$ cat src/mcw_pkg.sv
// Shared types and constants for the minimum covering window block.
package mcw_pkg;

    localparam int MAX_ALPHABET = 16;
    localparam int MAX_TEXT     = 65536;
    localparam int CHAR_W       = 8;
    localparam int POS_W        = 16;
    localparam int LEN_W        = 17;

    localparam logic [POS_W-1:0] MAX_POS = POS_W'(MAX_TEXT - 1);

    localparam logic OP_ALPHA = 1'b0;
    localparam logic OP_TEXT  = 1'b1;

    typedef struct packed {
        logic              op;
        logic [CHAR_W-1:0] ch;
        logic              last;
    } t_in;

    typedef struct packed {
        logic             found;
        logic [POS_W-1:0] start_res;
        logic [LEN_W-1:0] length;
    } t_out;

endpackage

$ cat src/minimum_covering_window.sv
// Minimum covering window: top level with input and result registers.
//
// Input channel (i_valid / o_stall / i_in): op 0 loads an alphabet byte
// (duplicates and bytes beyond the set size are dropped), op 1 is a text
// byte. A text byte with last set closes the query and yields one result
// transaction on the output channel (o_valid / i_stall / o_out): found,
// start_res and length of the earliest shortest window that holds every
// alphabet byte. An empty alphabet gives found=1, length 0; no window gives
// found=0 with zero start and length. The query, alphabet included, is
// cleared after the result.
// Throughput: one transaction per cycle while o_stall is low. Each item is
// registered, then the match compare, min tree over last-seen positions and
// length compare update the state.
// A result is loaded into the result register when its closing text byte
// advances from the input register; a held result can keep that byte there.
// Reset clears the alphabet, the query and the valid flags of both channel registers.
// A stalled result holds; items that produce no result keep flowing, and
// o_stall rises only when a closing item meets a held result.
module minimum_covering_window (
    input  logic          i_clk,
    input  logic          i_rst_n,
    input  logic          i_valid,
    output logic          o_stall,
    input  mcw_pkg::t_in  i_in,
    output logic          o_valid,
    input  logic          i_stall,
    output mcw_pkg::t_out o_out
);

    logic          r_in_valid;
    mcw_pkg::t_in  r_in;
    logic          r_out_valid;
    mcw_pkg::t_out r_out;
    mcw_pkg::t_out core_res;
    logic          is_res;
    logic          advance;

    assign is_res  = (r_in.op == mcw_pkg::OP_TEXT) && r_in.last;
    assign advance = r_in_valid && !(is_res && r_out_valid && i_stall);
    assign o_stall = r_in_valid && !advance;
    assign o_valid = r_out_valid;
    assign o_out   = r_out;

    mcw_core u_core (
        .i_clk   (i_clk),
        .i_rst_n (i_rst_n),
        .i_en    (advance),
        .i_item  (r_in),
        .o_res   (core_res)
    );

    always_ff @(posedge i_clk) begin
        if (!i_rst_n) begin
            r_in_valid  <= 1'b0;
            r_out_valid <= 1'b0;
        end else begin
            if (!o_stall) begin
                r_in_valid <= i_valid;
            end
            if (advance && is_res) begin
                r_out_valid <= 1'b1;
            end else if (!i_stall) begin
                r_out_valid <= 1'b0;
            end
        end
    end

    always_ff @(posedge i_clk) begin
        if (!o_stall && i_valid) begin
            r_in <= i_in;
        end
        if (advance && is_res) begin
            r_out <= core_res;
        end
    end

    // a held item stays put until it can advance
    a_in_hold: assert property (@(posedge i_clk) disable iff (!i_rst_n)
        r_in_valid && o_stall |=> r_in_valid && $stable(r_in))
        else $error("held input item lost or changed");

    // a closing item that advances always lands in the result register
    a_res_load: assert property (@(posedge i_clk) disable iff (!i_rst_n)
        advance && is_res |=> r_out_valid)
        else $error("closing item produced no result");

    // no-window results carry zero fields
    a_nowin_zero: assert property (@(posedge i_clk) disable iff (!i_rst_n)
        r_out_valid && !r_out.found |-> r_out.start_res == '0 && r_out.length == '0)
        else $error("no-window result with nonzero fields");

endmodule

$ cat src/mcw_core.sv
// Alphabet set, last-seen positions and best-window tracking for one query.
module mcw_core (
    input  logic         i_clk,
    input  logic         i_rst_n,
    input  logic         i_en,
    input  mcw_pkg::t_in i_item,
    output mcw_pkg::t_out o_res
);

    logic [mcw_pkg::CHAR_W-1:0]   r_chars [mcw_pkg::MAX_ALPHABET];
    logic [mcw_pkg::POS_W-1:0]    r_lpos  [mcw_pkg::MAX_ALPHABET];
    logic [mcw_pkg::MAX_ALPHABET-1:0] r_valid;
    logic [mcw_pkg::MAX_ALPHABET-1:0] r_seen;
    logic [mcw_pkg::POS_W-1:0]    r_pos;
    logic [mcw_pkg::POS_W-1:0]    r_best_start;
    logic [mcw_pkg::LEN_W-1:0]    r_best_len;
    logic                         r_best_found;

    logic [mcw_pkg::MAX_ALPHABET-1:0] match;
    logic [mcw_pkg::MAX_ALPHABET-1:0] free_oh;
    logic [mcw_pkg::MAX_ALPHABET-1:0] n_seen;
    logic [mcw_pkg::POS_W-1:0]    new_lpos [mcw_pkg::MAX_ALPHABET];
    logic [mcw_pkg::POS_W-1:0]    tree [1:2*mcw_pkg::MAX_ALPHABET-1];
    logic [mcw_pkg::POS_W-1:0]    oldest;
    logic [mcw_pkg::LEN_W-1:0]    cand_len;
    logic                         is_text;
    logic                         add;
    logic                         any_valid;
    logic                         all_seen;
    logic                         take;

    always_comb begin
        for (int i = 0; i < mcw_pkg::MAX_ALPHABET; i++) begin
            match[i]    = r_valid[i] && (r_chars[i] == i_item.ch);
            new_lpos[i] = match[i] ? r_pos : r_lpos[i];
        end
    end

    // lowest free slot, one-hot
    assign free_oh   = ~r_valid & (r_valid + 1'b1);
    assign is_text   = (i_item.op == mcw_pkg::OP_TEXT);
    assign add       = !is_text && !(|match) && !(&r_valid);
    assign n_seen    = r_seen | match;
    assign any_valid = |r_valid;
    assign all_seen  = &(n_seen | ~r_valid);

    // min tree over last-seen positions; empty slots read as all ones
    always_comb begin
        for (int i = 0; i < mcw_pkg::MAX_ALPHABET; i++) begin
            tree[mcw_pkg::MAX_ALPHABET + i] = r_valid[i] ? new_lpos[i] : '1;
        end
        for (int k = mcw_pkg::MAX_ALPHABET - 1; k >= 1; k--) begin
            tree[k] = (tree[2*k] < tree[2*k+1]) ? tree[2*k] : tree[2*k+1];
        end
    end

    assign oldest   = tree[1];
    assign cand_len = {1'b0, r_pos} - {1'b0, oldest} + mcw_pkg::LEN_W'(1);
    assign take     = is_text && any_valid && all_seen &&
                      (!r_best_found || (cand_len < r_best_len));

    always_comb begin
        if (!any_valid) begin
            o_res = '{found: 1'b1, start_res: '0, length: '0};
        end else if (take) begin
            o_res = '{found: 1'b1, start_res: oldest, length: cand_len};
        end else if (r_best_found) begin
            o_res = '{found: 1'b1, start_res: r_best_start, length: r_best_len};
        end else begin
            o_res = '{found: 1'b0, start_res: '0, length: '0};
        end
    end

    always_ff @(posedge i_clk) begin
        if (!i_rst_n) begin
            r_valid      <= '0;
            r_seen       <= '0;
            r_pos        <= '0;
            r_best_found <= 1'b0;
        end else if (i_en) begin
            if (is_text && i_item.last) begin
                r_valid      <= '0;
                r_seen       <= '0;
                r_pos        <= '0;
                r_best_found <= 1'b0;
            end else if (is_text) begin
                r_seen <= n_seen;
                if (r_pos != mcw_pkg::MAX_POS) begin
                    r_pos <= r_pos + 1'b1;
                end
                if (take) begin
                    r_best_found <= 1'b1;
                end
            end else if (add) begin
                r_valid <= r_valid | free_oh;
                r_seen  <= r_seen & ~free_oh;
            end
        end
    end

    always_ff @(posedge i_clk) begin
        if (i_en && take) begin
            r_best_start <= oldest;
            r_best_len   <= cand_len;
        end
        for (int i = 0; i < mcw_pkg::MAX_ALPHABET; i++) begin
            if (i_en && add && free_oh[i]) begin
                r_chars[i] <= i_item.ch;
            end
            if (i_en && is_text && match[i]) begin
                r_lpos[i] <= r_pos;
            end
        end
    end

endmodule

$ cat config.mk
export PLATFORM = sky130hd
export DESIGN_NAME = minimum_covering_window
export DESIGN_NICKNAME = d
export VERILOG_FILES = /design/src/mcw_pkg.sv /design/src/minimum_covering_window.sv /design/src/mcw_core.sv
export SDC_FILE = /design/constraint.sdc
export NUM_CORES = 2
export LEC_CHECK = 0
export BUFFER_PORTS_ARGS = -buffer_cell sky130_fd_sc_hd__buf_2
export CAP_MARGIN = 20
export CORE_AREA = 3 3 310 312
export DETAILED_ROUTE_END_ITERATION = 8
export DIE_AREA = 0 0 313 315
export GPL_ROUTABILITY_DRIVEN = 0
export PLACE_DENSITY_LB_ADDON = 0.12
export SETUP_SLACK_MARGIN = 0.5
export SKIP_CTS_REPAIR_TIMING = 1
export SYNTH_ARGS = -nofsm -noshare
export SYNTH_HDL_FRONTEND = slang
export SYNTH_HIERARCHICAL = 1
export SYNTH_SLANG_ARGS = --single-unit
$ cat constraint.sdc
create_clock -name i_clk -period 53.5 [get_ports i_clk]
set_input_delay 13.375 -clock i_clk [delete_from_list [all_inputs] [get_ports i_clk]]
set_output_delay 13.375 -clock i_clk [all_outputs]
set_load 0.01 [all_outputs]
# == After elaboration in Yosys (flattened, before gate mapping) ==
# Memory sizes are Yosys's and may differ from the RTL's.
# Index checks and enable logic that the tools add are counted.
# classes
n_lt_le_gt_ge,16
n_mux,172
eq_ne,19
reduce_logical,100
bitwise,8
addsub,4
# op_table
cell,count
16-bit two-way mux,56
16-bit < comparator,15
8-bit equality test,16
8-bit two-way mux,15
8-bit OR reduction,15
1-bit two-way mux,84
1-bit logical AND,63
4-bit two-way mux,15
16-bit OR,3
34-bit two-way mux,1
33-bit two-way mux,1
"16-bit by 1-bit adder with 16-bit output, second input constant",2
16-bit AND,2
16-bit inverter,2
16-bit AND reduction,2
16-bit OR reduction,2
"17-bit by 1-bit adder with 17-bit output, second input constant",1
17-bit < comparator,1
16-bit by 16-bit subtractor with 17-bit output,1
"16-bit inequality test, second input constant",1
3-bit AND reduction,3
2-bit nonzero test,4
1-bit zero test,7
"2-bit by 1-bit inequality test with 1-bit output, second input constant",2
other kinds (5),5
# word_totals
elab_cells,335
output_inout_bits,36
mem_count,2
ram_bits,384
inputBits,14
reg_bits,128
# mem_list
name,depth,width,rd,rd_clocked_by_memory_dff,write_ports,line,text
u_core.r_lpos,16,16,16,0,16,mcw_core.sv:11,logic [mcw_pkg::POS_W-1:0] r_lpos [mcw_pkg::MAX_ALPHABET];
u_core.r_chars,16,8,16,0,1,mcw_core.sv:10,logic [mcw_pkg::CHAR_W-1:0] r_chars [mcw_pkg::MAX_ALPHABET];

# == Logic depth before layout (Yosys ltp) ==
# An unclocked memory read counts as a cell.
# depth
depth_word,27
mapped_depth,86
ltp_nobuf,77

# == Hierarchy ==
# Netlist, hierarchy kept.
# by_module_without_submodules
mod,seq_area_each_um2,cells_per_inst,instances,area_per_inst_um2
mcw_core,13503.0,3157,1,31228.7
minimum_covering_window,1361.3,57,1,1423.9

# == Worst setup path before layout ==
# No wires, ideal clock.
# synth_path
path_kind,input to output
startpoint,input i_stall
endpoint,output o_stall
t_arrival_ns,13.643
required_ns,40.125
stages,2
path_buffers,0
path_slack_ns,26.482
cell_sequence,nand2_1 nor2_1
# synth_between
elab_chain_cells,5
# synth_rtl
element,line,text
from (decl),minimum_covering_window.sv:26,"input logic i_stall,"
1-bit logical AND,minimum_covering_window.sv:39,assign advance = r_in_valid && !(is_res && r_out_valid && i_stall);
1-bit zero test,minimum_covering_window.sv:39,
1-bit logical AND,minimum_covering_window.sv:39,
1-bit zero test,minimum_covering_window.sv:40,assign o_stall = r_in_valid && !advance;
1-bit logical AND,minimum_covering_window.sv:40,
to (decl),minimum_covering_window.sv:23,"output logic o_stall,"
# No other way between the ends.

# == Worst setup path after layout ==
# Ends and elaborated chain as after synthesis.

==> results.cfg <==
[synthesis]
syn_nets = 3477
avgSynthCellArea_sq_um = 10.16
ys_top_cells_by_count = edfxtp_1 (461), nand2_1 (386), ha_1 (248), mux2i_1 (223), o21ai_0 (189)
post-synth-top-area-cell = edfxtp_1
synth.distinct_cells = 88
synth_top_cell_area_share_pct = 42.40
ys_warn_count = 6
synth_area_sq_um = 32650
synthesis.instances = 3214
async_reset_ff_share_pct = 0
ys_seq_elements = 512
post-synth-top-count-cell = edfxtp_1
ys_top_cells_by_area = edfxtp_1 (42%), ha_1 (9.5%), mux2i_1 (6.8%)
synth-edff-count = 461
ys_seq_area_share_pct = 45.52
synth_ff_type = edfxtp_1

[routing]
drt_wl_total_microns = 98840
drc = 0
ant_nets = 0
wl_per_cell_microns = 21.69
vias_per_cell = 5.419
drtPass1Iterations = 5
dr_total_vias = 24698
drt_iter0_markers = 1700

[placed_design]
preCtsSetupSlack_ps = 26190
postPlaceCellArea_sq_um = 34630
dp_cells = 4429
portBuffers = 49
dpl.hpwl_microns = 69970

[outcome]
status = complete, no violations

[setup_path]
crit-reg2reg-launch = u_core/r_valid[10]$_SDFFE_PN0P_
cp_top_family = buffers and inverters
crit_arrival_ps = 13930
critical-path-max-stage-delay_ps = 160
crit_slowest_cell = nor2_1
critPathBufInv = 2
startpoint_type = input port
path_cells = buf_2 > nand2_1 > nor2_1 > buf_2
cp.required_ps = 40120
crit_type = input port to output port
cp_common_cell = buf_2
end_kind = output port
crit_path_start = i_stall
critPathMaxFanout = 4

[clock_tree]
ctsHtreeMaxLevel = 3
clockBufferDepth = 3
cts_buffers = 66
clock_latency_ps = 630
cts-root-buf = clkbuf_16
clk_pin_slew_ps = 60
cts_sinks = 512
tritoncts = yes

[floorplan]
num_rows = 112
die_w_microns = 313
start_util_pct = 34.99
ioPinCount = 50
placeableCoreArea_sq_um = 93330
fp.dieH_microns = 315
die_area_sq_um = 98600

[pwr]
p_clk_share_pct = 46.5
power_density_nw_per_um2 = 25.57
seqPwrFrac_pct = 46.3
intPower_mw = 0.7183
switching_share_pct = 23.70
pwr-share-comb_pct = 7.2
p_leak_nw = 13.77
ir_worst_vdd_mv = 0.02250
p_switching_mw = 0.2232

[timing]
finalCritPeriodShare_pct = 51.03
max_freq_ghz = 0.03663
fin_tns_setup_ps = 0
relSlewSlack_pct = 21.51
setup_viol = 0
tightestPinTransition_ps = 1176
finalClockSkew_ps = 20.99
rsz0062_at_grt = no
layout_setup_ws_ps = 26200
min_period_ps = 27300
hold_viol = 0
slew_viol_final = 0

[global_routing]
met2_usage_pct = 33.03
gr-usage-met1_pct = 26.73
grt-busiest-layer = met2
grtUsageTotal_pct = 19.87
grt_overflow_total = 0
antenna_found_initial = 1
grt_max_degree = 41
use_met3_pct = 2.616
grt_pass1_vias = 24472
grt_pass1_wl_microns = 149800

[cells_and_area]
antenna-diode-count = 0
fillerInstances = 9213
fin_area_sq_um = 36820
regArea_sq_um = 14880
fin_cells = 4558
final_nets = 3514
multi_input_area_sq_um = 16520
area_growth_pct = 12.77
final_layout_size_suffix_gt1_share_pct = 10.99

[worst_hold_path]
hp-class = flop to flop
hp-start = u_core/r_pos[10]$_SDFFE_PN0P_

[flow_run]
drv_cap = 0
cell type report:
type	instances	share of cell area (%)
Clock inverter	34	0.8155
Sequential cell	512	40.41
Clock buffer	87	4.951
Multi-Input combinational cell	2334	44.87
Inverter	183	1.865
Timing Repair Buffer	154	2.827
Tap cell	1254	4.261
worst paths after layout:
| path | end | slack, ps | depth (start not counted) |
|---|---|---|---|
| worst max-delay path | o_stall | 26200 | 4 |
| worst min-delay path | u_core/r_lpos[1][58]$_DFFE_PP_ | 470 | 0 |
| worst max register to register | u_core/r_best_len[10]$_DFFE_PP_ | 34570 | 74 |
| worst min register to register | u_core/r_lpos[1][58]$_DFFE_PP_ | 470 | 0 |
logic make-up (layout without fill, tap and decap cells):
| kind of cell | Yosys count | count (layout) | synth area share, % |
|---|---|---|---|
| AOI/OAI and AO/OA | 698 | 698 | 13.88 |
| adders and majority gates | 252 | 252 | 9.660 |
| muxes | 259 | 259 | 8.154 |
| buffers and inverters | 368 | 458 | 4.533 |
| and+or+nand+nor | 969 | 969 | 14.06 |
| DFF | 512 | 512 | 45.52 |
| xor gates and xnor gates | 156 | 156 | 4.184 |
cell usage in the layout (no fill, tap or decap), types with 38 or more instances in the layout:
master,instances
edfxtp_1,461
nand2_1,386
ha_1,248
mux2i_1,223
o21ai_0,187
inv_1,183
nor2_1,179
a21oi_1,151
xnor2_1,145
buf_4,97
a21o_1,75
nand3_1,71
clkbuf_16,68
nand4_1,62
buf_2,51
and2_1,48
nor2b_1,45
a211oi_1,40
dfxtp_1,38
power by group through the flow:
| stage | clock network [mW] | registers, mW | logic, mW |
|---|---|---|---|
| 2_1_floorplan | 0 | 0.445 | 0.0474 |
| 3_3_place_gp | 0 | 0.444 | 0.0658 |
| 3_5_place_dp | 0 | 0.444 | 0.0674 |
| 4_1_cts | 0.455 | 0.436 | 0.0677 |
| 5_1_grt | 0.469 | 0.436 | 0.0750 |
| 6_report | 0.438 | 0.436 | 0.0673 |
metal layers:
layer / part of all wire [%] / wire length [microns] / vias up
met5: 0 / 0 / -
met4: 3.0 / 3004 / 0
met3: 4.9 / 4858 / 149
met2: 46 / 45660 / 622
met1: 46 / 45320 / 12060
li1: - / - / 11867
registers in the layout, indices dropped and copies added (netlist names):
name                 flops
u_core/r_valid          16
o_valid                  1
u_core/r_pos            16
u_core/r_chars         128
r_in                    10
u_core/r_best_found      1
u_core/r_lpos          256
u_core/r_best_len       17
o_out                   34
u_core/r_seen           16
u_core/r_best_start     16
r_in_valid               1
stage by stage:
stage               power, mW  util (%)  hold WS (ps)
finish                 0.9415     39.45         465.4
global route           0.9798     39.45         490.4
CTS                    0.9586     39.38         467.8
detailed placement     0.5116     37.11         455.8
global placement       0.5100     37.10         451.5
floorplan              0.4924         -         441.7
Note: power is estimated with default switching activity, not from simulation.
